$ cat src/sv/cfb_pkg.sv
`timescale 1ns / 1ps
package cfb_pkg;

  localparam int SetLen        = 6;
  localparam int FrameLen      = 13;
  localparam int QueueDepthDef = 2;

  localparam int FrameIdxW = $clog2(FrameLen);
  localparam int PayIdxW   = $clog2(SetLen);
  localparam int SumW      = 7;

  typedef logic [7:0] cmd_byte_t;
  typedef logic [SetLen-1:0][7:0] cmd_set_t;
  typedef logic [FrameIdxW-1:0] frame_idx_t;

  typedef enum logic [1:0] {
    OP_STORE_NAV   = 2'd0,
    OP_STORE_MANIP = 2'd1,
    OP_SEND        = 2'd2
  } op_t;

  // frame positions
  localparam frame_idx_t FrameIdxSync0      = FrameIdxW'(0);
  localparam frame_idx_t FrameIdxSync1      = FrameIdxW'(1);
  localparam frame_idx_t FrameIdxPad        = FrameIdxW'(2);
  localparam frame_idx_t FrameIdxLen        = FrameIdxW'(3);
  localparam frame_idx_t FrameIdxDrive      = FrameIdxW'(4);
  localparam frame_idx_t FrameIdxAuto       = FrameIdxW'(5);
  localparam frame_idx_t FrameIdxPayload    = FrameIdxW'(6);
  localparam frame_idx_t FrameIdxPayloadEnd = FrameIdxW'(11);
  localparam frame_idx_t FrameIdxLast       = FrameIdxW'(FrameLen - 1);

  localparam cmd_byte_t ByteG       = 8'h47;
  localparam cmd_byte_t ByteO       = 8'h4F;
  localparam cmd_byte_t ByteZero    = 8'h00;
  localparam cmd_byte_t ByteLen     = 8'd8;
  localparam cmd_byte_t ByteOn      = 8'hFF;
  localparam cmd_byte_t ByteNeutral = 8'd127;
  localparam cmd_byte_t ByteManip   = 8'd100;
  localparam cmd_byte_t ByteGrip    = 8'd95;
  localparam cmd_byte_t ChecksumMax = 8'd72;

  localparam cmd_set_t NavReset   = {SetLen{ByteNeutral}};
  localparam cmd_set_t ManipReset = {ByteManip, ByteManip, ByteGrip,
                                     ByteManip, ByteManip, ByteManip};

  typedef struct packed {
    logic [1:0] operation;
    logic       drive_switch;
    logic       auto_switch;
    logic [7:0] byte_0;
    logic [7:0] byte_1;
    logic [7:0] byte_2;
    logic [7:0] byte_3;
    logic [7:0] byte_4;
    logic [7:0] byte_5;
  } in_item_t;

  typedef struct packed {
    logic [7:0] frame_byte;
    logic       frame_end;
  } out_item_t;

  typedef struct packed {
    logic     drive_on;
    logic     auto_on;
    cmd_set_t payload;
  } job_t;

  typedef struct packed {
    logic full;
    logic empty;
  } q_stat_t;

  typedef struct packed {
    logic       active;
    frame_idx_t idx;
  } back_stat_t;

  function automatic logic [3:0] ones_in_byte(input cmd_byte_t v);
    logic [3:0] n;
    n = '0;
    for (int b = 0; b < 8; b++) begin
      n = n + 4'(v[b]);
    end
    return n;
  endfunction

endpackage

$ cat src/sv/cfb_front.sv
`timescale 1ns / 1ps
module cfb_front
  import cfb_pkg::*;
(
  input  logic     clk,
  input  logic     rst_n,
  input  logic     take,
  input  in_item_t item,
  output logic     push,
  output job_t     job
);

  cmd_set_t nav_r, nav_nxt;
  cmd_set_t manip_r, manip_nxt;
  cmd_set_t new_set;

  assign new_set = {item.byte_5, item.byte_4, item.byte_3,
                    item.byte_2, item.byte_1, item.byte_0};

  always_comb begin
    nav_nxt   = nav_r;
    manip_nxt = manip_r;
    push      = 1'b0;
    if (take) begin
      unique case (item.operation)
        OP_STORE_NAV:   nav_nxt   = new_set;
        OP_STORE_MANIP: manip_nxt = new_set;
        OP_SEND:        push      = 1'b1;
        default:        ;
      endcase
    end
  end

  // payload snapshot taken at accept time
  always_comb begin
    job.drive_on = item.drive_switch;
    job.auto_on  = item.auto_switch;
    if (!item.drive_switch) begin
      job.payload = manip_r;
    end else if (!item.auto_switch) begin
      job.payload = nav_r;
    end else begin
      job.payload = NavReset;
    end
  end

  always_ff @(posedge clk) begin
    if (!rst_n) begin
      nav_r   <= NavReset;
      manip_r <= ManipReset;
    end else begin
      nav_r   <= nav_nxt;
      manip_r <= manip_nxt;
    end
  end

endmodule

$ cat src/sv/cfb_queue.sv
`timescale 1ns / 1ps
module cfb_queue
  import cfb_pkg::*;
#(
  parameter int DEPTH = QueueDepthDef
) (
  input  logic    clk,
  input  logic    rst_n,
  input  logic    push,
  input  job_t    push_job,
  input  logic    pop,
  output job_t    head,
  output q_stat_t stat
);

  localparam int PtrW = (DEPTH > 1) ? $clog2(DEPTH) : 1;
  localparam int CntW = $clog2(DEPTH + 1);

  job_t            mem_r [DEPTH];
  logic [PtrW-1:0] wr_ptr_r, wr_ptr_nxt;
  logic [PtrW-1:0] rd_ptr_r, rd_ptr_nxt;
  logic [CntW-1:0] cnt_r, cnt_nxt;

  assign stat.full  = (cnt_r == CntW'(DEPTH));
  assign stat.empty = (cnt_r == '0);
  assign head       = mem_r[rd_ptr_r];

  always_comb begin
    wr_ptr_nxt = wr_ptr_r;
    rd_ptr_nxt = rd_ptr_r;
    cnt_nxt    = cnt_r;
    if (push) begin
      wr_ptr_nxt = (wr_ptr_r == PtrW'(DEPTH - 1)) ? '0 : wr_ptr_r + 1'b1;
    end
    if (pop) begin
      rd_ptr_nxt = (rd_ptr_r == PtrW'(DEPTH - 1)) ? '0 : rd_ptr_r + 1'b1;
    end
    case ({push, pop})
      2'b10:   cnt_nxt = cnt_r + 1'b1;
      2'b01:   cnt_nxt = cnt_r - 1'b1;
      default: cnt_nxt = cnt_r;
    endcase
  end

  always_ff @(posedge clk) begin
    if (push) begin
      mem_r[wr_ptr_r] <= push_job;
    end
  end

  always_ff @(posedge clk) begin
    if (!rst_n) begin
      wr_ptr_r <= '0;
      rd_ptr_r <= '0;
      cnt_r    <= '0;
    end else begin
      wr_ptr_r <= wr_ptr_nxt;
      rd_ptr_r <= rd_ptr_nxt;
      cnt_r    <= cnt_nxt;
    end
  end

endmodule

$ cat src/sv/cfb_back.sv
`timescale 1ns / 1ps
module cfb_back
  import cfb_pkg::*;
(
  input  logic       clk,
  input  logic       rst_n,
  input  q_stat_t    q_stat,
  input  job_t       head,
  output logic       pop,
  output back_stat_t stat,
  output logic       out_valid,
  output out_item_t  out_data
);

  logic            active_r, active_nxt;
  frame_idx_t      idx_r, idx_nxt;
  job_t            job_r, job_nxt;
  logic [SumW-1:0] sum_r, sum_nxt;
  logic            out_valid_r, out_valid_nxt;
  out_item_t       out_data_r, out_data_nxt;
  cmd_byte_t       cur_byte;
  frame_idx_t      pay_off;

  assign pay_off = idx_r - FrameIdxPayload;

  always_comb begin
    case (idx_r) inside
      FrameIdxSync0: cur_byte = ByteG;
      FrameIdxSync1: cur_byte = ByteO;
      FrameIdxPad:   cur_byte = ByteZero;
      FrameIdxLen:   cur_byte = ByteLen;
      FrameIdxDrive: cur_byte = job_r.drive_on ? ByteOn : ByteZero;
      FrameIdxAuto:  cur_byte = job_r.auto_on ? ByteOn : ByteZero;
      [FrameIdxPayload:FrameIdxPayloadEnd]:
                     cur_byte = job_r.payload[pay_off[PayIdxW-1:0]];
      FrameIdxLast:  cur_byte = {1'b0, sum_r};
      default:       cur_byte = ByteZero;
    endcase
  end

  assign pop = !q_stat.empty && (!active_r || idx_r == FrameIdxLast);

  always_comb begin
    active_nxt    = active_r;
    idx_nxt       = idx_r;
    job_nxt       = job_r;
    sum_nxt       = sum_r;
    out_valid_nxt = active_r;
    out_data_nxt  = out_data_r;
    if (active_r) begin
      out_data_nxt.frame_byte = cur_byte;
      out_data_nxt.frame_end  = (idx_r == FrameIdxLast);
      if (idx_r >= FrameIdxLen && idx_r <= FrameIdxPayloadEnd) begin
        sum_nxt = sum_r + SumW'(ones_in_byte(cur_byte));
      end
      idx_nxt = idx_r + 1'b1;
      if (idx_r == FrameIdxLast) begin
        active_nxt = 1'b0;
      end
    end
    if (pop) begin
      active_nxt = 1'b1;
      idx_nxt    = '0;
      job_nxt    = head;
      sum_nxt    = '0;
    end
  end

  always_ff @(posedge clk) begin
    job_r      <= job_nxt;
    sum_r      <= sum_nxt;
    out_data_r <= out_data_nxt;
  end

  always_ff @(posedge clk) begin
    if (!rst_n) begin
      active_r    <= 1'b0;
      idx_r       <= '0;
      out_valid_r <= 1'b0;
    end else begin
      active_r    <= active_nxt;
      idx_r       <= idx_nxt;
      out_valid_r <= out_valid_nxt;
    end
  end

  assign stat.active = active_r;
  assign stat.idx    = idx_r;
  assign out_valid   = out_valid_r;
  assign out_data    = out_data_r;

endmodule

$ cat src/sv/control_frame_builder_top.sv
`timescale 1ns / 1ps
// channel | ports                        | handshake
// --------+------------------------------+------------------------------------------
// input   | start, busy, in_data         | word taken at edge with start & !busy
// result  | out_valid, out_data          | word shown one cycle, taken at its end
//
// a send word yields 13 result words, one per cycle, set by the byte serializer
// first byte of a frame leaves after the send is queued, loaded by the serializer and registered at the output
// frames queued back to back follow each other with no gap
// store words yield nothing; busy is high while the job queue is full
// reset is synchronous, active low; it restores both command sets and empties the queue
// the receiver cannot stall: results are never held off
module control_frame_builder_top
  import cfb_pkg::*;
#(
  parameter int QUEUE_DEPTH = QueueDepthDef
) (
  input  logic      clk,
  input  logic      rst_n,
  input  logic      start,
  output logic      busy,
  input  in_item_t  in_data,
  output logic      out_valid,
  output out_item_t out_data
);

  logic       take;
  logic       push;
  logic       pop;
  job_t       push_job;
  job_t       head;
  q_stat_t    q_stat;
  back_stat_t b_stat;

  // front stalls only when no queue slot is free
  assign busy = q_stat.full;
  assign take = start && !busy;

  // front: holds the command sets, classifies words, snapshots the payload on send
  cfb_front u_front (
    .clk   (clk),
    .rst_n (rst_n),
    .take  (take),
    .item  (in_data),
    .push  (push),
    .job   (push_job)
  );

  // short job queue between classifier and serializer
  cfb_queue #(
    .DEPTH (QUEUE_DEPTH)
  ) u_queue (
    .clk      (clk),
    .rst_n    (rst_n),
    .push     (push),
    .push_job (push_job),
    .pop      (pop),
    .head     (head),
    .stat     (q_stat)
  );

  // back: serializes one frame, accumulating the checksum on the fly
  cfb_back u_back (
    .clk       (clk),
    .rst_n     (rst_n),
    .q_stat    (q_stat),
    .head      (head),
    .pop       (pop),
    .stat      (b_stat),
    .out_valid (out_valid),
    .out_data  (out_data)
  );

  // serializer walks the frame one position per cycle until the checksum byte
  a_idx_steps: assert property (@(posedge clk) disable iff (!rst_n)
    b_stat.active && b_stat.idx != FrameIdxLast |=>
      b_stat.active && b_stat.idx == $past(b_stat.idx) + 1'b1)
    else $error("frame position skipped or stalled");

  // checksum over nine bytes cannot exceed 72
  a_sum_range: assert property (@(posedge clk) disable iff (!rst_n)
    out_valid && out_data.frame_end |-> out_data.frame_byte <= ChecksumMax)
    else $error("checksum out of range");

  // a taken send always leaves a job waiting for the serializer
  a_send_queued: assert property (@(posedge clk) disable iff (!rst_n)
    take && in_data.operation == OP_SEND |=> !q_stat.empty)
    else $error("send word lost before queue");

  // a pop only happens when the serializer is free or finishing
  a_pop_free: assert property (@(posedge clk) disable iff (!rst_n)
    pop |-> !b_stat.active || b_stat.idx == FrameIdxLast)
    else $error("job popped during a frame");

endmodule
$ cat config.mk
export PLATFORM = sky130hd
export DESIGN_NAME = control_frame_builder_top
export DESIGN_NICKNAME = d
export VERILOG_FILES = /design/src/sv/cfb_pkg.sv /design/src/sv/cfb_front.sv /design/src/sv/cfb_queue.sv /design/src/sv/cfb_back.sv /design/src/sv/control_frame_builder_top.sv
export SDC_FILE = /design/constraint.sdc
export NUM_CORES = 1
export LEC_CHECK = 0
export ABC_AREA = 1
export CORE_MARGIN = 2
export CORE_UTILIZATION = 55
export CTS_CLUSTER_SIZE = 10
export DETAILED_ROUTE_END_ITERATION = 7
export DONT_BUFFER_PORTS = 1
export PLACE_DENSITY = 0.68
export SYNTH_ARGS = -nofsm -noshare
export SYNTH_HDL_FRONTEND = slang
export SYNTH_SLANG_ARGS = --single-unit
$ cat constraint.sdc
create_clock -name clk -period 13.84 [get_ports clk]
set_input_delay 0.692 -clock clk [delete_from_list [all_inputs] [get_ports clk]]
set_output_delay 0.692 -clock clk [all_outputs]
set_load 0.05 [all_outputs]
Word level (Yosys, flattened, before mapping) --
Memory sizes are Yosys's and may differ from the RTL's. A register that Yosys moved wholly into a read port is not among the register bits. Cells that the tools add are included.
Storage, ports and cells: bits in registers 122, RAM bits 100, input port bits 55, output and inout bits 11, logic and storage cells 92, memories 1
Cells by class: add/sub/neg operators 14, magnitude comparators 4, equal/unequal tests 11, multiplexer cells 24, bitwise operators 1, reduce and logical (&&, ||, !) cells 16
Memory list:
- u_queue.mem_r | depth 2, bits a word 50, rd ports 1, clocked after Yosys merged registers in 1, wr ports 1, RTL line cfb_queue.sv:19 | job_t mem_r [DEPTH];
Operators with widths (count):
- $mux 48 | 2
- $mux 8 | 10
- $add 4x1->4 | 6
- $bmux 8 s3 | 1
- $mux 1 | 9
- $eq 4x2->1 const B | 2
- $eq 4x3->1 const B | 2
- $add 7x4->7 | 1
- $mux 7 | 1
- $eq 2x2->1 const B | 3
- $reduce_and 2->1 | 3
- $add 4x1->4 const B | 1
- $eq 2x1->1 const B | 2
- $eq 4x1->1 const B | 1
- $eq 4x4->1 const B | 1
- $ge 4x2->1 const B | 1
- $ge 4x3->1 const B | 1
- $le 4x4->1 const B | 1
- $logic_and 1x1->1 | 4
- $logic_not 2->1 | 2
- $logic_not 4->1 | 1
- $lt 3x4->1 const B | 1
- $pmux 2 s2 | 1
- $logic_not 1->1 | 3
- 9 further kinds | 10

Longest topological paths before layout --
depth after elaboration 18, gate-level depth with buffers 28, mapped depth without buffers 26

Modules after synthesis --
From an unflattened synthesis, not the netlist that was laid out.
Second synthesis, totals: cell total of the unflattened synthesis 1116, area total of the unflattened synthesis 11702.5 um^2
By module, submodules not included:
- cfb_front | instances 1, cells each 588, area each 4166.5 um^2, seq. area each 1921.8 um^2
- cfb_queue | instances 1, cells each 191, area each 4091.4 um^2, seq. area each 3103.0 um^2
- cfb_back | instances 1, cells each 335, area each 3434.5 um^2, seq. area each 2031.9 um^2
- control_frame_builder_top | instances 1, cells each 2, area each 10.0 um^2, seq. area each 0.0 um^2

Worst setup path before layout --
OpenSTA, ideal clock, no wires.
path kind register to register, start register u_back.idx_r[0], end register u_back.sum_r[6], library setup time 0.115 ns, arrival 4.662 ns, data required time 13.725 ns, slack 9.064 ns, cell stages (with the launch flop) 28, buffers on the path 2, period minus slack after synthesis 4.776 ns, path through dfxtp_1 > buf_2 > inv_2 > buf_2 > ha_1 > o21ai_2 > o21ai_2 > inv_2 > nand2_1 > nand3_1 > nand2_1 > nand2_1 > nand2_1 > ha_1 > inv_1 > fa_1 > fa_1 > fa_1 > fa_1 > xnor2_1 > ha_1 > nand2_1 > nand2_1 > a21oi_1 > nor3_1 > nand3_1 > nand2_1 > nor2_1
Between the ends: word-level cells in the longest chain between the ends 18
RTL lines:
- start: declaration | RTL line cfb_back.sv:16 | frame_idx_t idx_r, idx_nxt;
- start signal: assignment | RTL line cfb_back.sv:82 | idx_r <= idx_nxt;
- $sub 3x3->3 | RTL line cfb_back.sv:24 | assign pay_off = idx_r - FrameIdxPayload;
- $bmux 8 s3 | RTL line cfb_back.sv:35 | cur_byte = job_r.payload[pay_off[PayIdxW-1:0]];
- $mux 8 (not written as such) | RTL line cfb_back.sv:35
- $mux 8 (6 in series) | RTL line cfb_back.sv:27 | case (idx_r) inside
- $mux 8 * | RTL line cfb_back.sv:27
- named net u_back.cur_byte[0] | RTL line cfb_back.sv:21 | cmd_byte_t cur_byte;
- $add 1x1->2 * | RTL line cfb_pkg.sv:84 | n = n + 4'(v[b]);
- $add 4x1->4 * (6 in series) | RTL line cfb_pkg.sv:84
- $add 7x4->7 * | RTL line cfb_back.sv:54 | sum_nxt = sum_r + SumW'(ones_in_byte(cur_byte));
- end signal: assignment | RTL line cfb_back.sv:71 | sum_r <= sum_nxt;
- end: declaration | RTL line cfb_back.sv:18 | logic [SumW-1:0] sum_r, sum_nxt;
Mark *: on every way through the listed nets, which the timed path passes. The rest lies on a longest branch. The select of a mux whose other input is x is not followed. A chain may end at the register's enable or synchronous reset.

Worst setup path in the final report --
Same ends and word-level chain as after synthesis.

==> implementation parameters <==
Parameter                              Value

Die
  Die outline width    approximately 150 um
  Die area    between 0.02 and 0.025 mm^2
  Core area    0.0195 mm^2
  Overall die height    145 um
  Boundary Pins    66
  Row cnt    slightly above 50
  Starting utilization of the core area    0.563

Detailed routing
  Routed vias/inst    between 5 and 6
  Wirelength per Cell    roughly 16 um
  M1 wire length    about 11,000 um
  Violation count after the first detailed-route iteration    ~530
  Wire length reported by the detailed router    22,600 um
  DRC violations left    0
  DRT antenna net count    0
  Highest layer used for signal routing    met4
  Met3 routed wirelength    roughly 1500 um
  Number of iterations in the first detailed-routing pass    5
  Detailed-route via count    roughly 7,400
  Routed met2 length    9910 um

Critical path
  Worst endpoint data arrival time    6.24 ns
  Startpoint type of the worst setup path    register
  Type of element capturing the critical path    register
  Data required time of the critical path    roughly 14 ns
  Classification of the worst setup path    reg2reg
  Largest driver fanout on the critical path    29

Place
  Port-buffer cells    0
  DP HPWL    13,800 um
  Placed cells    1,327
  GP Congestion    ~0.87

Final layout
  Number of fill cells in the layout    between 1,500 and 2,000
  Fraction of final layout cells with drive strength greater than 1    0.0571
  Area of combinational cells with multiple inputs    ~0.0035 mm^2
  Final net count    1,168
  Antenna cell count    0
  Area Growth Syn to Fin    9.73%
  Number of standard cells in the layout, taps in and fillers out    ~1,400
  Final core utilization    0.617
  Area taken by flip-flops and latches    roughly 0.0070 mm^2

Power
  Peak supply drop    between 100 and 150 uV
  Leak Pwr    approximately 4.8 nW
  Power density normalized to cell area    196 mW/mm^2

Logic synthesis
  Number of warnings issued by yosys    0
  Cell variety after synth    38
  Post-Syn Instances    1,113
  Proportion of synthesized chip area in sequential cells    0.641
  Syn Nets    between 1,000 and 1,500
  Post-synthesis cell area    roughly 0.011 mm^2
  Post-synthesis sequential element count    ~270
  Predominant post-synthesis flop cell    sky130_fd_sc_hd__edfxtp_1
  Synthesized area per cell    9.87 um^2
  FFs w/ async S/R, synth    0
  Number of enable-type register cells in the synthesized netlist    about 160

STA
  Worst-margin pin slew    between 1 and 1.5 ns
  Fmax    between 150 and 200 MHz
  Time the worst path needs with I/O delays and setup    approximately 5.8 ns
  Number of pins with negative max-slew slack in the final report    0
  Summed negative setup slack over all endpoints    0 ns
  Worst Skew    roughly 0.016 ns
  Setup repair after global routing missed its margin    false
  Worst relative slew slack    0.326
  Total of endpoints with negative setup slack in the final report    0
  Post-route fraction of the period consumed by the critical path    0.419
  Hold violation total from the final report    0

Clocking
  Post-cts repair resize count    0
  Clock sink count    approximately 270
  Clock Tree Buf Depth    3
  Post-CTS Hold Buffers    0
  Number of clock buffers inserted by TritonCTS    31
  Clock transition at path regs    0.06 ns
  Clk Latency, worst-skew pair    around 0.54 ns
  Root buffer cell    sky130_fd_sc_hd__clkbuf_16
  Number of levels in the clock H-tree    1
  TritonCTS clock tree    yes
  Post-CTS Repair Setup Buffers    0

GRT
  GRT Total Usage    0.216
  Total grt overflow    0
  Vias in the first global route    around 7,000
  Largest net degree at the start of global routing    ~100
  Global-route wire length before repair    roughly 37,000 um
  Number of antenna violations at the first check in global routing    0

Hold path
  Min-Delay Path Class    in2reg

Job
  Max-capacitance violation count    0

Status
  Status    finished, final reports clean
-- stage by stage --
step                total power (W)  area [um^2]  hold slack [ns]  setup WS [ns]
finish                      0.00236        12100            0.232           8.04
global route                0.00252        12100            0.212           7.58
CTS                         0.00239        12100            0.224           8.03
detailed placement          0.00167        11200            0.438           8.04
global placement            0.00166        11200            0.432           8.22
floorplan                   0.00152        11000            0.425           9.06
-- where the power goes --
group          switching (W)  total (W)  internal (W)
sequential          0.000101    0.00113       0.00103
clock               0.000294   0.000722      0.000429
combinational       0.000344   0.000510      0.000166
-- Yosys cell counts (2+ instances only) --
master	instances	share of area
sky130_fd_sc_hd__fa_1	5	0.0091
sky130_fd_sc_hd__o311ai_0	2	0.0016
sky130_fd_sc_hd__o21ai_0	58	0.026
sky130_fd_sc_hd__nand2_1	367	0.13
sky130_fd_sc_hd__a21oi_1	20	0.0091
sky130_fd_sc_hd__buf_2	17	0.0077
sky130_fd_sc_hd__ha_1	13	0.015
sky130_fd_sc_hd__dfxtp_1	113	0.21
sky130_fd_sc_hd__nand2_2	2	0.0011
sky130_fd_sc_hd__clkbuf_1	41	0.014
sky130_fd_sc_hd__nor2_1	95	0.032
sky130_fd_sc_hd__inv_2	5	0.0017
sky130_fd_sc_hd__o22a_1	42	0.033
sky130_fd_sc_hd__a21oi_2	3	0.0024
sky130_fd_sc_hd__inv_1	49	0.017
sky130_fd_sc_hd__o21ai_2	5	0.0040
sky130_fd_sc_hd__edfxtp_1	159	0.43
sky130_fd_sc_hd__o211ai_1	2	0.0014
sky130_fd_sc_hd__nand3_1	93	0.042
sky130_fd_sc_hd__nor3_1	3	0.0014
sky130_fd_sc_hd__xnor2_1	2	0.0016
-- worst paths after layout --
| check | start | endpoint | slack (ns) | cells after the start |
|---|---|---|---|---|
| worst max-delay path | u_back.idx_r[0]$_SDFFE_PP0P_ | u_back.sum_r[6]$_SDFFE_PP0P_ | 8.04 | 25 |
| worst min-delay path | rst_n | u_front.nav_r[19]$_SDFFE_PN1P_ | 0.23 | 1 |
| worst max register to register | u_back.idx_r[0]$_SDFFE_PP0P_ | u_back.sum_r[6]$_SDFFE_PP0P_ | 8.04 | 25 |
| worst min register to register | u_front.nav_r[23]$_SDFFE_PN0P_ | u_front.nav_r[23]$_SDFFE_PN0P_ | 0.45 | 2 |
-- logic make-up (layout without fill, tap and decap cells) --
kind of cell,Yosys count,after routing,synth area share
AO/OA/AOI/OAI,140,140,0.0839
AND/OR/NAND/NOR,566,566,0.208
flip-flops,272,272,0.641
XOR/XNOR,3,3,0.00239
adder cells (fa/ha/maj),18,18,0.0239
buffers and inverters,114,121,0.0412
-- worst max-delay path: stages, from the launching register on --
cell and delay [ns]:
sky130_fd_sc_hd__dfxtp_1 0.94, sky130_fd_sc_hd__inv_2 0.39, sky130_fd_sc_hd__ha_1 0.36, sky130_fd_sc_hd__o21ai_2 0.13, sky130_fd_sc_hd__o21ai_2 0.14, sky130_fd_sc_hd__inv_2 0.13, sky130_fd_sc_hd__nand2_1 0.06, sky130_fd_sc_hd__nand3_1 0.08
sky130_fd_sc_hd__nand2_1 0.05, sky130_fd_sc_hd__nand2_1 0.06, sky130_fd_sc_hd__nand2_1 0.06, sky130_fd_sc_hd__ha_1 0.27, sky130_fd_sc_hd__inv_1 0.05, sky130_fd_sc_hd__fa_1 0.52, sky130_fd_sc_hd__fa_1 0.42, sky130_fd_sc_hd__fa_1 0.41
sky130_fd_sc_hd__fa_1 0.39, sky130_fd_sc_hd__xnor2_1 0.14, sky130_fd_sc_hd__ha_1 0.35, sky130_fd_sc_hd__nand2_1 0.07, sky130_fd_sc_hd__nand2_1 0.06, sky130_fd_sc_hd__a21oi_1 0.07, sky130_fd_sc_hd__nor3_1 0.30, sky130_fd_sc_hd__nand3_1 0.11
sky130_fd_sc_hd__nand2_1 0.08, sky130_fd_sc_hd__nor2_1 0.04
-- registers in the layout, summed over array words and instances, names as in the netlist, 2 cells and up --
register         flops
u_back.idx_r         4
u_front.manip_r     48
u_queue.cnt_r        2
u_front.nav_r       48
u_back.out_data      9
u_back.sum_r         7
u_back.job_r        50
u_queue.mem_r      100
-- cell type report --
class                      count  share of cell area
inverter                      55              0.0171
sequential                   272               0.584
multi-input combinational    727               0.292
tap                          265              0.0275
clock inverter                 1            0.000727
timing repair buffer           8             0.00498
clock buffer                  57              0.0741
-- metal layers --
layer / track usage / up-vias
met5: 0 / -
met4: 0.0544 / 0
met3: 0.0467 / 32
met2: 0.314 / 197
met1: 0.333 / 3494
li1: - / 3705
-- placed cells by master, fill, tap and decap left out, drive strengths merged --
| cell type | count |
|---|---|
| o22a | 42 |
| a32o | 1 |
| nand3b | 1 |
| o21ai | 63 |
| o31ai | 1 |
| o22ai | 1 |
| edfxtp | 159 |
| a22oi | 1 |
| clkinv | 1 |
| xor2 | 1 |
| clkbuf | 57 |
| inv | 55 |
| nor2 | 97 |
| nand2 | 369 |
| o21bai | 1 |
| nand3 | 93 |
| ha | 13 |
| o21a | 1 |
| dfxtp | 113 |
| and3 | 1 |
| xnor2 | 2 |
| o311ai | 3 |
| nor3 | 5 |
| a31oi | 1 |
| o211ai | 2 |
| a21oi | 23 |
| buf | 8 |
| fa | 5 |
Power figures use the tool's default switching activity.
